**src/hw/rtl/csvp_pkg.sv**
```systemverilog
// csvp_pkg: shared types and constants of the CSV integer series parser.
// Used by csvp_front, csvp_emit and csv_int_series_parser; depends on nothing.

package csvp_pkg;

  localparam int CountBits = 7;

  localparam logic [CountBits-1:0] MaxCountReset = 7'd24;

  // ASCII codes
  localparam logic [7:0] ChZero  = 8'h30;  // '0'
  localparam logic [7:0] ChNine  = 8'h39;  // '9'
  localparam logic [7:0] ChComma = 8'h2C;  // ','
  localparam logic [7:0] ChSpace = 8'h20;  // ' '
  localparam logic [7:0] ChMinus = 8'h2D;  // '-'
  localparam logic [7:0] ChNul   = 8'h00;  // terminator

  localparam int Radix = 10;

  // Per-entry flags carried from front to back through the queue
  typedef struct packed {
    logic has_num;   // entry carries a parsed number
    logic has_sum;   // entry carries the end-of-buffer summary
    logic term;      // terminator seen within the buffer
  } flags_t;

  localparam int FlagBits = $bits(flags_t);

  // Output kinds (tuser)
  localparam logic KindNumber  = 1'b0;
  localparam logic KindSummary = 1'b1;

endpackage

```
**src/hw/rtl/csvp_queue.sv**
```systemverilog
// csvp_queue: small flop-based FIFO between parser front and beat emitter.
// Depends on nothing.

module csvp_queue #(
  parameter int WIDTH = 42,
  parameter int DEPTH = 4
) (
  input  logic             clk,
  input  logic             rst,
  input  logic             push,
  input  logic [WIDTH-1:0] wdata,
  output logic             full,
  input  logic             pop,
  output logic             nonempty,
  output logic [WIDTH-1:0] rdata
);

  localparam int AW = $clog2(DEPTH);

  logic [WIDTH-1:0] mem [DEPTH];
  logic [AW-1:0]    wr_ptr;
  logic [AW-1:0]    rd_ptr;
  logic [AW:0]      fill;

  assign full     = (fill == (AW+1)'(DEPTH));
  assign nonempty = (fill != '0);
  assign rdata    = mem[rd_ptr];

  always_ff @(posedge clk) begin
    if (push) begin
      mem[wr_ptr] <= wdata;
    end
  end

  always_ff @(posedge clk) begin
    if (rst) begin
      wr_ptr <= '0;
      rd_ptr <= '0;
      fill   <= '0;
    end else begin
      if (push) begin
        wr_ptr <= (wr_ptr == AW'(DEPTH-1)) ? '0 : wr_ptr + 1'b1;
      end
      if (pop) begin
        rd_ptr <= (rd_ptr == AW'(DEPTH-1)) ? '0 : rd_ptr + 1'b1;
      end
      case ({push, pop})
        2'b10:   fill <= fill + 1'b1;
        2'b01:   fill <= fill - 1'b1;
        default: fill <= fill;
      endcase
    end
  end

endmodule

```
**src/hw/rtl/csvp_front.sv**
```systemverilog
// csvp_front: byte classifier and token state machine; builds queue entries.
// Depends on csvp_pkg.

module csvp_front #(
  parameter int VALUE_BITS  = 32,
  parameter int COUNT_LIMIT = 64
) (
  input  logic                                      clk,
  input  logic                                      rst,
  input  logic                                      cfg_we,
  input  logic [csvp_pkg::CountBits-1:0]            cfg_data,
  input  logic                                      accept,
  input  logic [7:0]                                text_byte,
  input  logic                                      buffer_end,
  output logic                                      push,
  output logic [VALUE_BITS-1:0]                     number,
  output logic [csvp_pkg::CountBits-1:0]            total,
  output csvp_pkg::flags_t                          flags
);

  localparam int MW = VALUE_BITS - 1;  // magnitude width
  localparam int PW = VALUE_BITS + 3;  // acc*10+d fits here
  localparam logic [PW-1:0] MaxMag = PW'({MW{1'b1}});

  typedef enum logic [2:0] {
    PH_IDLE, PH_SIGN, PH_DIGITS, PH_BADSKIP, PH_TAILSKIP
  } phase_t;

  phase_t                          phase, phase_next;
  logic [MW-1:0]                   acc, acc_next;
  logic                            negative, negative_next;
  logic [csvp_pkg::CountBits-1:0]  count, count_next;
  logic                            term_seen, term_seen_next;
  logic [csvp_pkg::CountBits-1:0]  max_count;
  logic [csvp_pkg::CountBits-1:0]  limit;

  logic          is_digit, is_sep, emit, below;
  logic [3:0]    dval;
  logic [PW-1:0] prod;
  logic [MW-1:0] acc_grown;

  assign limit = (max_count > csvp_pkg::CountBits'(COUNT_LIMIT))
               ? csvp_pkg::CountBits'(COUNT_LIMIT) : max_count;
  assign below    = (count < limit);
  assign is_digit = (text_byte >= csvp_pkg::ChZero) && (text_byte <= csvp_pkg::ChNine);
  assign is_sep   = (text_byte == csvp_pkg::ChComma) || (text_byte == csvp_pkg::ChSpace);
  assign dval     = 4'(text_byte - csvp_pkg::ChZero);

  // acc*10 + d as two shifts and adds; saturate at the largest magnitude
  assign prod = (PW'(acc) << 3) + (PW'(acc) << 1) + PW'(dval);
  assign acc_grown = (prod > MaxMag) ? MaxMag[MW-1:0] : prod[MW-1:0];

  always_comb begin
    phase_next     = phase;
    acc_next       = acc;
    negative_next  = negative;
    count_next     = count;
    term_seen_next = term_seen;
    emit           = 1'b0;

    if (!term_seen) begin
      if (text_byte == csvp_pkg::ChNul) begin
        term_seen_next = 1'b1;
        emit           = below && (phase == PH_DIGITS);
        phase_next     = PH_IDLE;
      end else if (below) begin
        case (phase)
          PH_IDLE: begin
            if (is_sep) begin
              phase_next = PH_IDLE;
            end else if (text_byte == csvp_pkg::ChMinus) begin
              negative_next = 1'b1;
              phase_next    = PH_SIGN;
            end else if (is_digit) begin
              negative_next = 1'b0;
              acc_next      = MW'(dval);
              phase_next    = PH_DIGITS;
            end else begin
              phase_next = PH_BADSKIP;
            end
          end
          PH_SIGN: begin
            if (is_digit) begin
              acc_next   = MW'(dval);
              phase_next = PH_DIGITS;
            end else begin
              phase_next = (text_byte == csvp_pkg::ChComma) ? PH_IDLE : PH_BADSKIP;
            end
          end
          PH_DIGITS: begin
            if (is_digit) begin
              acc_next = acc_grown;
            end else begin
              emit       = 1'b1;
              phase_next = is_sep ? PH_IDLE : PH_TAILSKIP;
            end
          end
          PH_BADSKIP: begin
            if (text_byte == csvp_pkg::ChComma) begin
              phase_next = PH_IDLE;
            end
          end
          default: begin
            if (is_sep) begin
              phase_next = PH_IDLE;
            end
          end
        endcase
      end
    end

    if (emit) begin
      count_next = count + 1'b1;
    end
  end

  // Queue entry for this byte
  assign push          = accept && (emit || buffer_end);
  assign number        = negative ? -VALUE_BITS'(acc) : VALUE_BITS'(acc);
  assign total         = count_next;
  assign flags.has_num = emit;
  assign flags.has_sum = buffer_end;
  assign flags.term    = term_seen_next;

  always_ff @(posedge clk) begin
    if (rst) begin
      phase     <= PH_IDLE;
      acc       <= '0;
      negative  <= 1'b0;
      count     <= '0;
      term_seen <= 1'b0;
      max_count <= csvp_pkg::MaxCountReset;
    end else begin
      if (cfg_we) begin
        max_count <= cfg_data;
      end
      if (accept) begin
        if (buffer_end) begin
          // buffer done: back to the cleared state
          phase     <= PH_IDLE;
          acc       <= '0;
          negative  <= 1'b0;
          count     <= '0;
          term_seen <= 1'b0;
        end else begin
          phase     <= phase_next;
          acc       <= acc_next;
          negative  <= negative_next;
          count     <= count_next;
          term_seen <= term_seen_next;
        end
      end
    end
  end

endmodule

```
**src/hw/rtl/csvp_emit.sv**
```systemverilog
// csvp_emit: turns queue entries into output beats (number, then summary).
// Depends on csvp_pkg.

module csvp_emit #(
  parameter int VALUE_BITS = 32,
  parameter int OUT_W      = 40
) (
  input  logic                             clk,
  input  logic                             rst,
  input  logic                             nonempty,
  input  logic [VALUE_BITS-1:0]            number,
  input  logic [csvp_pkg::CountBits-1:0]   total,
  input  csvp_pkg::flags_t                 flags,
  output logic                             pop,
  output logic                             m_valid,
  input  logic                             m_ready,
  output logic [OUT_W-1:0]                 m_data,
  output logic                             m_kind,
  output logic                             m_last
);

  logic                           num_sent;  // number beat of head entry already out
  logic                           load;
  logic                           take_num;
  logic [VALUE_BITS-1:0]          out_number;
  logic [csvp_pkg::CountBits-1:0] out_total;
  logic                           out_valid_res;

  assign load     = nonempty && (!m_valid || m_ready);
  assign take_num = flags.has_num && !num_sent;
  assign pop      = load && !(take_num && flags.has_sum);

  assign m_data = OUT_W'({out_valid_res, out_total, out_number});

  always_ff @(posedge clk) begin
    if (rst) begin
      m_valid  <= 1'b0;
      num_sent <= 1'b0;
    end else if (load) begin
      m_valid  <= 1'b1;
      num_sent <= take_num && flags.has_sum;
    end else if (m_ready) begin
      m_valid <= 1'b0;
    end
  end

  always_ff @(posedge clk) begin
    if (load) begin
      out_total <= total;
      if (take_num) begin
        m_kind        <= csvp_pkg::KindNumber;
        out_number    <= number;
        out_valid_res <= 1'b0;
        m_last        <= !flags.has_sum;
      end else begin
        m_kind        <= csvp_pkg::KindSummary;
        out_number    <= '0;
        out_valid_res <= flags.term;
        m_last        <= 1'b1;
      end
    end
  end

endmodule

```
**src/hw/rtl/csv_int_series_parser.sv**
```systemverilog
// csv_int_series_parser: top level of the comma/space separated integer parser.
// Depends on csvp_pkg, csvp_front, csvp_queue and csvp_emit.

// Takes one text byte per beat (tlast on the final byte of the buffer) and
// emits a beat for each signed decimal number when its digit run ends, plus a
// summary beat (tuser = 1) on the buffer's final byte carrying the count and
// whether a NUL terminator lay inside the buffer; if it did not, discard the
// numbers of that buffer. The input side takes one byte per clock while the
// queue has room; the parser front updates its token state and accumulator
// (x10 as shift-and-add, with saturation) on each accepted byte. The output
// side gives one beat per clock while m_axis_tready is high. A final byte
// that also closes a number makes two beats, so a short queue (QUEUE_DEPTH
// entries, one per byte that produces output) sits between the front and
// the beat emitter; s_axis_tready drops only when that queue is full, i.e.
// when the output side is stalled. The user must write max_count through
// cfg_we/cfg_data only while the block is idle (not enforced); the
// effective limit is max_count capped at COUNT_LIMIT. Reset value of max_count is 24.

module csv_int_series_parser #(
  parameter int VALUE_BITS  = 32,
  parameter int COUNT_LIMIT = 64,
  parameter int QUEUE_DEPTH = 4
) (
  input  logic                                      clk,
  input  logic                                      rst,
  // configuration
  input  logic                                      cfg_we,
  input  logic [csvp_pkg::CountBits-1:0]            cfg_data,   // max_count
  // byte input
  input  logic                                      s_axis_tvalid,
  output logic                                      s_axis_tready,
  input  logic [7:0]                                s_axis_tdata,  // [7:0] text_byte
  input  logic                                      s_axis_tlast,  // buffer_end
  // result output
  output logic                                      m_axis_tvalid,
  input  logic                                      m_axis_tready,
  // from bit 0: number (VALUE_BITS), total (7), valid_res (1), zero fill to bytes
  output logic [((VALUE_BITS+8+7)/8)*8-1:0]         m_axis_tdata,
  output logic                                      m_axis_tuser,  // kind
  output logic                                      m_axis_tlast   // run_end
);

  localparam int OutW   = ((VALUE_BITS + 8 + 7) / 8) * 8;
  localparam int EntryW = VALUE_BITS + csvp_pkg::CountBits + csvp_pkg::FlagBits;

  logic                           accept;
  logic                           push;
  logic                           q_full;
  logic                           q_nonempty;
  logic                           pop;
  logic [VALUE_BITS-1:0]          f_number;
  logic [csvp_pkg::CountBits-1:0] f_total;
  csvp_pkg::flags_t               f_flags;
  logic [EntryW-1:0]              q_wdata;
  logic [EntryW-1:0]              q_rdata;
  logic [VALUE_BITS-1:0]          h_number;
  logic [csvp_pkg::CountBits-1:0] h_total;
  csvp_pkg::flags_t               h_flags;

  // each byte needs at most one queue entry, so room for one is enough
  assign s_axis_tready = !q_full;
  assign accept        = s_axis_tvalid && s_axis_tready;

  csvp_front #(
    .VALUE_BITS  (VALUE_BITS),
    .COUNT_LIMIT (COUNT_LIMIT)
  ) u_front (
    .clk        (clk),
    .rst        (rst),
    .cfg_we     (cfg_we),
    .cfg_data   (cfg_data),
    .accept     (accept),
    .text_byte  (s_axis_tdata),
    .buffer_end (s_axis_tlast),
    .push       (push),
    .number     (f_number),
    .total      (f_total),
    .flags      (f_flags)
  );

  assign q_wdata = {f_number, f_total, f_flags};

  csvp_queue #(
    .WIDTH (EntryW),
    .DEPTH (QUEUE_DEPTH)
  ) u_queue (
    .clk      (clk),
    .rst      (rst),
    .push     (push),
    .wdata    (q_wdata),
    .full     (q_full),
    .pop      (pop),
    .nonempty (q_nonempty),
    .rdata    (q_rdata)
  );

  assign {h_number, h_total, h_flags} = q_rdata;

  csvp_emit #(
    .VALUE_BITS (VALUE_BITS),
    .OUT_W      (OutW)
  ) u_emit (
    .clk      (clk),
    .rst      (rst),
    .nonempty (q_nonempty),
    .number   (h_number),
    .total    (h_total),
    .flags    (h_flags),
    .pop      (pop),
    .m_valid  (m_axis_tvalid),
    .m_ready  (m_axis_tready),
    .m_data   (m_axis_tdata),
    .m_kind   (m_axis_tuser),
    .m_last   (m_axis_tlast)
  );

endmodule

```
**config.mk**
```make
export PLATFORM = sky130hd
export DESIGN_NAME = csv_int_series_parser
export DESIGN_NICKNAME = d
export VERILOG_FILES = /design/src/hw/rtl/csvp_pkg.sv /design/src/hw/rtl/csvp_queue.sv /design/src/hw/rtl/csvp_front.sv /design/src/hw/rtl/csvp_emit.sv /design/src/hw/rtl/csv_int_series_parser.sv
export SDC_FILE = /design/constraint.sdc
export NUM_CORES = 1
export LEC_CHECK = 0
export BUFFER_PORTS_ARGS = -buffer_cell sky130_fd_sc_hd__buf_2
export CAP_MARGIN = 30
export CORE_MARGIN = 1.5
export CORE_UTILIZATION = 43
export DETAILED_ROUTE_END_ITERATION = 16
export GPL_ROUTABILITY_DRIVEN = 0
export GPL_TIMING_DRIVEN = 0
export SLEW_MARGIN = 10
export SYNTH_ARGS = -nofsm -noshare
export SYNTH_HDL_FRONTEND = slang
export SYNTH_SLANG_ARGS = --single-unit
```
**constraint.sdc**
```tcl
create_clock -name clk -period 4.8 [get_ports clk]
set_clock_uncertainty 0.2 [all_clocks]
set_input_delay 0.24 -clock clk [delete_from_list [all_inputs] [get_ports clk]]
set_output_delay 0.24 -clock clk [all_outputs]
set_load 0.005 [all_outputs]
```
==> Yosys cells after proc, flatten, opt, wreduce, memory -nomap -nowiden <==
Memories as Yosys holds them, arrays and structs flattened. A register that Yosys moved wholly into a read port is not among the register bits.
Index checks and enable logic that the tools add are counted.
Widths: inputs -> output; s select.
{ "word_totals": {"ram_bits": 168, "output_inout_bits": 44, "romBits": 0, "word_cells": 134, "reg_bits": 101, "memories": 1, "in_bits": 21, "latch_bits": 0} }
{ "classes": {"muxes": 54, "n_lt_le_gt_ge": 5, "reduce_logical": 30, "eq_ne": 19, "bitwise": 0, "n_shift": 0, "multipliers": 0, "addsub": 9, "div": 0} }
{ "mem_list": {"columns": ["name", "depth", "word_bits", "rd", "rd_clocked_by_memory_dff", "write_ports", "line", "rtl"], "rows": [
  ["u_queue.mem", 4, 42, 1, 1, 1, "csvp_queue.sv:20", "logic [WIDTH-1:0] mem [DEPTH];"]
]} }
{ "op_table": {"columns": ["op", "count"], "rows": [
  ["$mux 31", 9],
  ["$pmux 31 s3", 1],
  ["$add 34x32->35", 1],
  ["$add 35x4->35", 1],
  ["$gt 35x31->1 const B", 1],
  ["$mux 3", 11],
  ["$mux 32", 1],
  ["$neg 31->32", 1],
  ["$eq 8x6->1 const B", 3],
  ["$mux 1", 22],
  ["$mux 7", 3],
  ["$pmux 3 s4", 1],
  ["$mux 2", 5],
  ["$reduce_bool 3->1", 3],
  ["$ge 8x6->1 const B", 1],
  ["$le 8x6->1 const B", 1],
  ["$logic_and 1x1->1", 8],
  ["$logic_not 8->1", 1],
  ["$reduce_and 8->1", 1],
  ["$reduce_bool 2->1", 4],
  ["$add 7x1->7 const B", 1],
  ["$gt 7x7->1 const B", 1],
  ["$lt 7x7->1", 1],
  ["$reduce_and 7->1", 1],
  ["21 further kinds", 34]
]} }

==> Longest topological paths before layout <==
{ "depth": {"ltp_word": 11, "mapped_depth": 16, "depth_no_buf": 16} }

==> By module <==
Synthesis repeated with hierarchy kept, for this count alone.
{ "unflattened": {"hier_cells": 1011, "hier_area_um2": 13337.8} }
{ "modules_own_cells": {"columns": ["mod", "n_inst", "seq_area_each_um2", "cells_per_inst", "area_per_inst_um2"], "rows": [
  ["csvp_queue", 1, 5225.0, 268, 6562.5],
  ["csvp_front", 1, 1001.0, 647, 5052.3],
  ["csvp_emit", 1, 1301.2, 94, 1712.9],
  ["csv_int_series_parser", 1, 0.0, 2, 10.0]
]} }

==> Least setup slack after synthesis <==
OpenSTA, ideal clock, no wires.
{ "synth_path": {"kind": "reg2reg", "start": "reg u_queue.fill[0]", "end": "reg u_queue.fill[2]", "t_required_ps": 4530, "arrival_time_ps": 4248, "period_less_slack_ps": 4519, "stages_incl_launch_ff": 11, "slack_ps": 281, "path_cell_list": "dfxtp_1 nor3_1 a21oi_1 nand2_1 inv_1 ha_1 inv_1 fa_1 xor2_1 or3_1 a21oi_1"} }
{ "synth_via": {"word_cells_on_any_way": 13} }
{ "synth_lines": {"columns": ["element", "line", "rtl"], "rows": [
  ["start: declaration", "csvp_queue.sv:23", "logic [AW:0] fill;"],
  ["start signal: assignment", "csvp_queue.sv:48", "2'b10: fill <= fill + 1'b1;"],
  ["start signal: assignment", "csvp_queue.sv:49", "2'b01: fill <= fill - 1'b1;"],
  ["start signal: assignment", "csvp_queue.sv:50", "default: fill <= fill;"],
  ["$reduce_bool 3->1 (*)", "csvp_queue.sv:26", "assign nonempty = (fill != '0);"],
  ["$logic_and 1x1->1 (*)", "csvp_emit.sv:29", "assign load = nonempty && (!m_valid || m_ready);"],
  ["net u_emit.load", "csvp_emit.sv:23", "logic load;"],
  ["$logic_and 1x1->1 (*)", "csvp_emit.sv:31", "assign pop = load && !(take_num && flags.has_sum);"],
  ["net pop", "csv_int_series_parser.sv:50", "logic pop;"],
  ["$eq 2x1->1 / $eq 2x2->1 (equally long branches)", "csvp_queue.sv:47", "case ({push, pop})"],
  ["$pmux 3 s2 / $reduce_bool 2->1 (equally long branches)", null, null]
]} }
Mark *: on every way through the listed nets, which the timed path passes. The rest lies on a longest branch.
A chain may end at the register's enable or synchronous reset.

==> Final worst setup path <==
{ "layout_path": {"start": "reg u_front.acc[2]", "end": "reg u_front.acc[8]"} }
{ "layout_via": {"elab_chain_len": 10} }
{ "layout_rtl": {"columns": ["element", "line", "rtl"], "rows": [
  ["start: declaration", "csvp_front.sv:30", "logic [MW-1:0] acc, acc_next;"],
  ["start signal: assignment", "csvp_front.sv:147", "acc <= acc_next;"],
  ["$add 34x32->35 (*)", "csvp_front.sv:50", "assign prod = (PW'(acc) << 3) + (PW'(acc) << 1) + PW'(dval);"],
  ["$add 35x4->35 (*)", "csvp_front.sv:50", null],
  ["$gt 35x31->1", "csvp_front.sv:51", "assign acc_grown = (prod > MaxMag) ? MaxMag[MW-1:0] : prod[MW-1:0];"],
  ["$mux 31 (*)", "csvp_front.sv:51", null],
  ["$mux 31 (*)", "csvp_front.sv:91", "if (is_digit) begin"],
  ["$pmux 31 s3 (*)", "csvp_front.sv:67", "case (phase)"],
  ["$mux 31 (*)", "csvp_front.sv:66", "end else if (below) begin"],
  ["$mux 31 (*)", "csvp_front.sv:62", "if (text_byte == csvp_pkg::ChNul) begin"],
  ["$mux 31 (*)", "csvp_front.sv:61", "if (!term_seen) begin"],
  ["$mux 31 (*)", "csvp_front.sv:138", "if (buffer_end) begin"]
]} }
Mark *: on every way between the ends. The rest lies on a longest branch, timed or not. The select of a mux whose other input is x is not followed.

==> impl_metrics.toml <==
[power_and_ir_drop]
p_leak_nw = 5.831
power_density_nw_per_um2 = 421.3
finalPower_w = 0.006581
vdd_drop_max_v = 0.0002583

[clock_tree]
h-tree-depth = 1
numCtsBuffers = 28
cts.sinks = 271
cts-root-buf = "clkbuf_16"
insertion_delay_ns = 0.54
clockBufferDepth = 3
cts_tree = "done"
path_clk_slew_ns = 0.06

[critical_path]
critPathLaunchType = "flip-flop"
critPathKind = "reg2reg"
worstPathRequired_ns = 4.97
crit_fanout = 10
crit_arrival_ns = 4.72
end_kind = "flip-flop"
r2r_slack_ns = 0.25

[run]
drv_cap = 0

[detailed_routing]
first_iter_violations = 510
via_count = 8899
drt-vias-per-instance = 5.527
wl_per_cell_um = 18.42
ant_nets = 0
drc = 1
drt_pre_antenna_iters = 13
drt_wl_total_um = 29660

[logic_synthesis]
syn-instance-count = 1070
synth-async-reset-ratio = 0
synth_nets = 1169
synth_most_common_cell = "edfxtp_1"
synth_area_leaders = "edfxtp_1, dfxtp_1, mux4_2"
synthFlopType = "edfxtp_1"
synth.distinct_cells = 74
synth_edf_count = 210
synth_seq_cells = 271
yosys.area.top_type = "edfxtp_1"
ys_seq_area_frac = 0.5574
synth_warnings = 0
synth_top_area_share = 0.4670
synth_top_cells_by_count = "edfxtp_1, nand2_1, a21oi_1"
postSynthAreaPerCell_um2 = 12.62
synth.cell_area_um2 = 13500

[layout]
num-nets-final = 1292
num_antenna_cells = 0
area_delta_synth_final_pct = 15.67
drive_above_1_share = 0.1565
fillers = 2708

[floorplanning]
die_w_um = 180.2
rows = 64
dieArea_um2 = 32480
ioPinCount = 65
die-height_um = 180.2
core_um2 = 30750
start_util = 0.4392

[sta]
worst_pin_slew_ns = 0.8811
hold_viol = 0
setup_ws_ns = 0.2508
period_share = 0.9477
timing.fmax_mhz = 219.8
maxSlewHeadroom = 0.4126
period_needed_ns = 4.549
maxSlewViolCount = 0
setup_violations = 0
rsz0062_at_grt = "no"
finalSetupTns_ns = 0

[global_routing]
grtUsageTotal = 0.1853
grt_pass1_vias = 8855
grt-ovfl-total = 0
grt_max_degree = 31
grt_pass1_wl_um = 48150
antenna_found_initial = 0

[status]
violations = "design-rule violations"
status = "finished with violations"

[hold_path]
hold_path.class = "in2reg"

[place]
io_buffers = 63
dpl.hpwl_um = 21260
dpl_worst_slack_ns = -0.01684
## worst max-delay path: stages (launching register included)
cell	delay, ns
dfxtp_1	0.51
inv_1	0.14
fa_1	0.57
inv_1	0.06
ha_1	0.29
a211oi_1	0.09
o211a_1	0.25
or3b_2	0.51
a2111o_1	0.42
nand3_1	0.12
mux2_2	0.45
nor3_4	0.30
buf_2	0.32
a221oi_1	0.12
## registers in the layout, summed over array words and instances, names as in the netlist, 2 cells and up, named ones only
| name | cells |
|---|---|
| u_emit.out_number | 32 |
| u_front.phase | 3 |
| u_emit.out_total | 7 |
| u_queue.mem | 168 |
| u_front.max_count | 7 |
| u_queue.rd_ptr | 2 |
| u_front.acc | 31 |
| u_front.count | 7 |
| u_queue.wr_ptr | 2 |
| u_queue.fill | 3 |
## what timing repair did
item,CTS,global route
setup endpoints to repair,10,20
pin swaps,0,1
hold buffers,22,0
setup buffers,0,1
gates resized for setup,1,2
endpoints found under the hold margin,19,0
## path summary, 6_finish.rpt
path	startpoint	to	depth (start not counted)
max	u_front.acc[2]	u_front.acc[8]	13
min reg2reg	u_emit.num_sent	u_emit.num_sent	2
min	s_axis_tdata[3]	u_front.acc[3]	5
max reg2reg	u_front.acc[2]	u_front.acc[8]	13
## stage by stage
stage          cell area (um^2)  hold WS [ns]    util  cells
2_1_floorplan             13500        0.1389       -   1070
3_3_place_gp              14320        0.2496  0.4655   1529
3_5_place_dp              14450        0.2599  0.4698   1534
4_1_cts                   15580      0.003290  0.5068   1607
5_1_grt                   15620       0.05247  0.5080   1610
6_report                  15620       0.01292  0.5080   1610
## per-layer routing
| metal | wire, um | GRT usage | part of all wire |
|---|---|---|---|
| met5 | 0 | 0 | 0 |
| met4 | 546 | 0.04639 | 0.018 |
| met3 | 1456 | 0.02587 | 0.049 |
| met2 | 13590 | 0.2983 | 0.46 |
| met1 | 14070 | 0.2652 | 0.47 |
## report_power, final
group	internal (W)	total (W)	leakage, nW	switching, W
Clock	0.00125	0.00212	0.447	0.000870
Sequential	0.00293	0.00302	2.60	0.0000848
Combinational	0.000661	0.00145	2.78	0.000788
Total	0.00484	0.00658	5.83	0.00174
## final cells by class
| type | count | area, um^2 | share of cell area |
|---|---|---|---|
| sequential | 271 | 7528 | 0.4820 |
| multi-input combinational | 721 | 5704 | 0.3652 |
| clock buffer | 40 | 827.0 | 0.05295 |
| timing repair buffer | 93 | 680.7 | 0.04358 |
| tap | 396 | 495.5 | 0.03172 |
| buffer | 49 | 190.2 | 0.01218 |
| inverter | 29 | 108.9 | 0.006969 |
| clock inverter | 11 | 85.08 | 0.005447 |
## placed cells by master (no fill, tap or decap), drive strengths merged, types with 16 or more instances in the layout
cell | Yosys | routed
o21ai | 53 | 53
mux4 | 42 | 42
edfxtp | 210 | 210
a221oi | 16 | 16
nor3 | 16 | 16
xnor2 | 47 | 47
buf | 10 | 81
nand2 | 90 | 90
clkbuf | 39 | 79
dlygate4sd3 | 0 | 22
dfxtp | 61 | 61
nor2b | 37 | 37
inv | 29 | 30
ha | 75 | 75
nor2 | 46 | 46
a21oi | 79 | 79
nor4 | 16 | 16
## cell families after synthesis
family	Yosys count	synth area share
AND/OR/NAND/NOR	295	0.1168
XOR/XNOR	61	0.03956
adder cells (fa/ha/maj)	78	0.07394
AO/OA/AOI/OAI	233	0.1108
multiplexers	54	0.07931
buffers and inverters	78	0.02214
flip-flops	271	0.5574
Power figures use the tool's default switching activity.
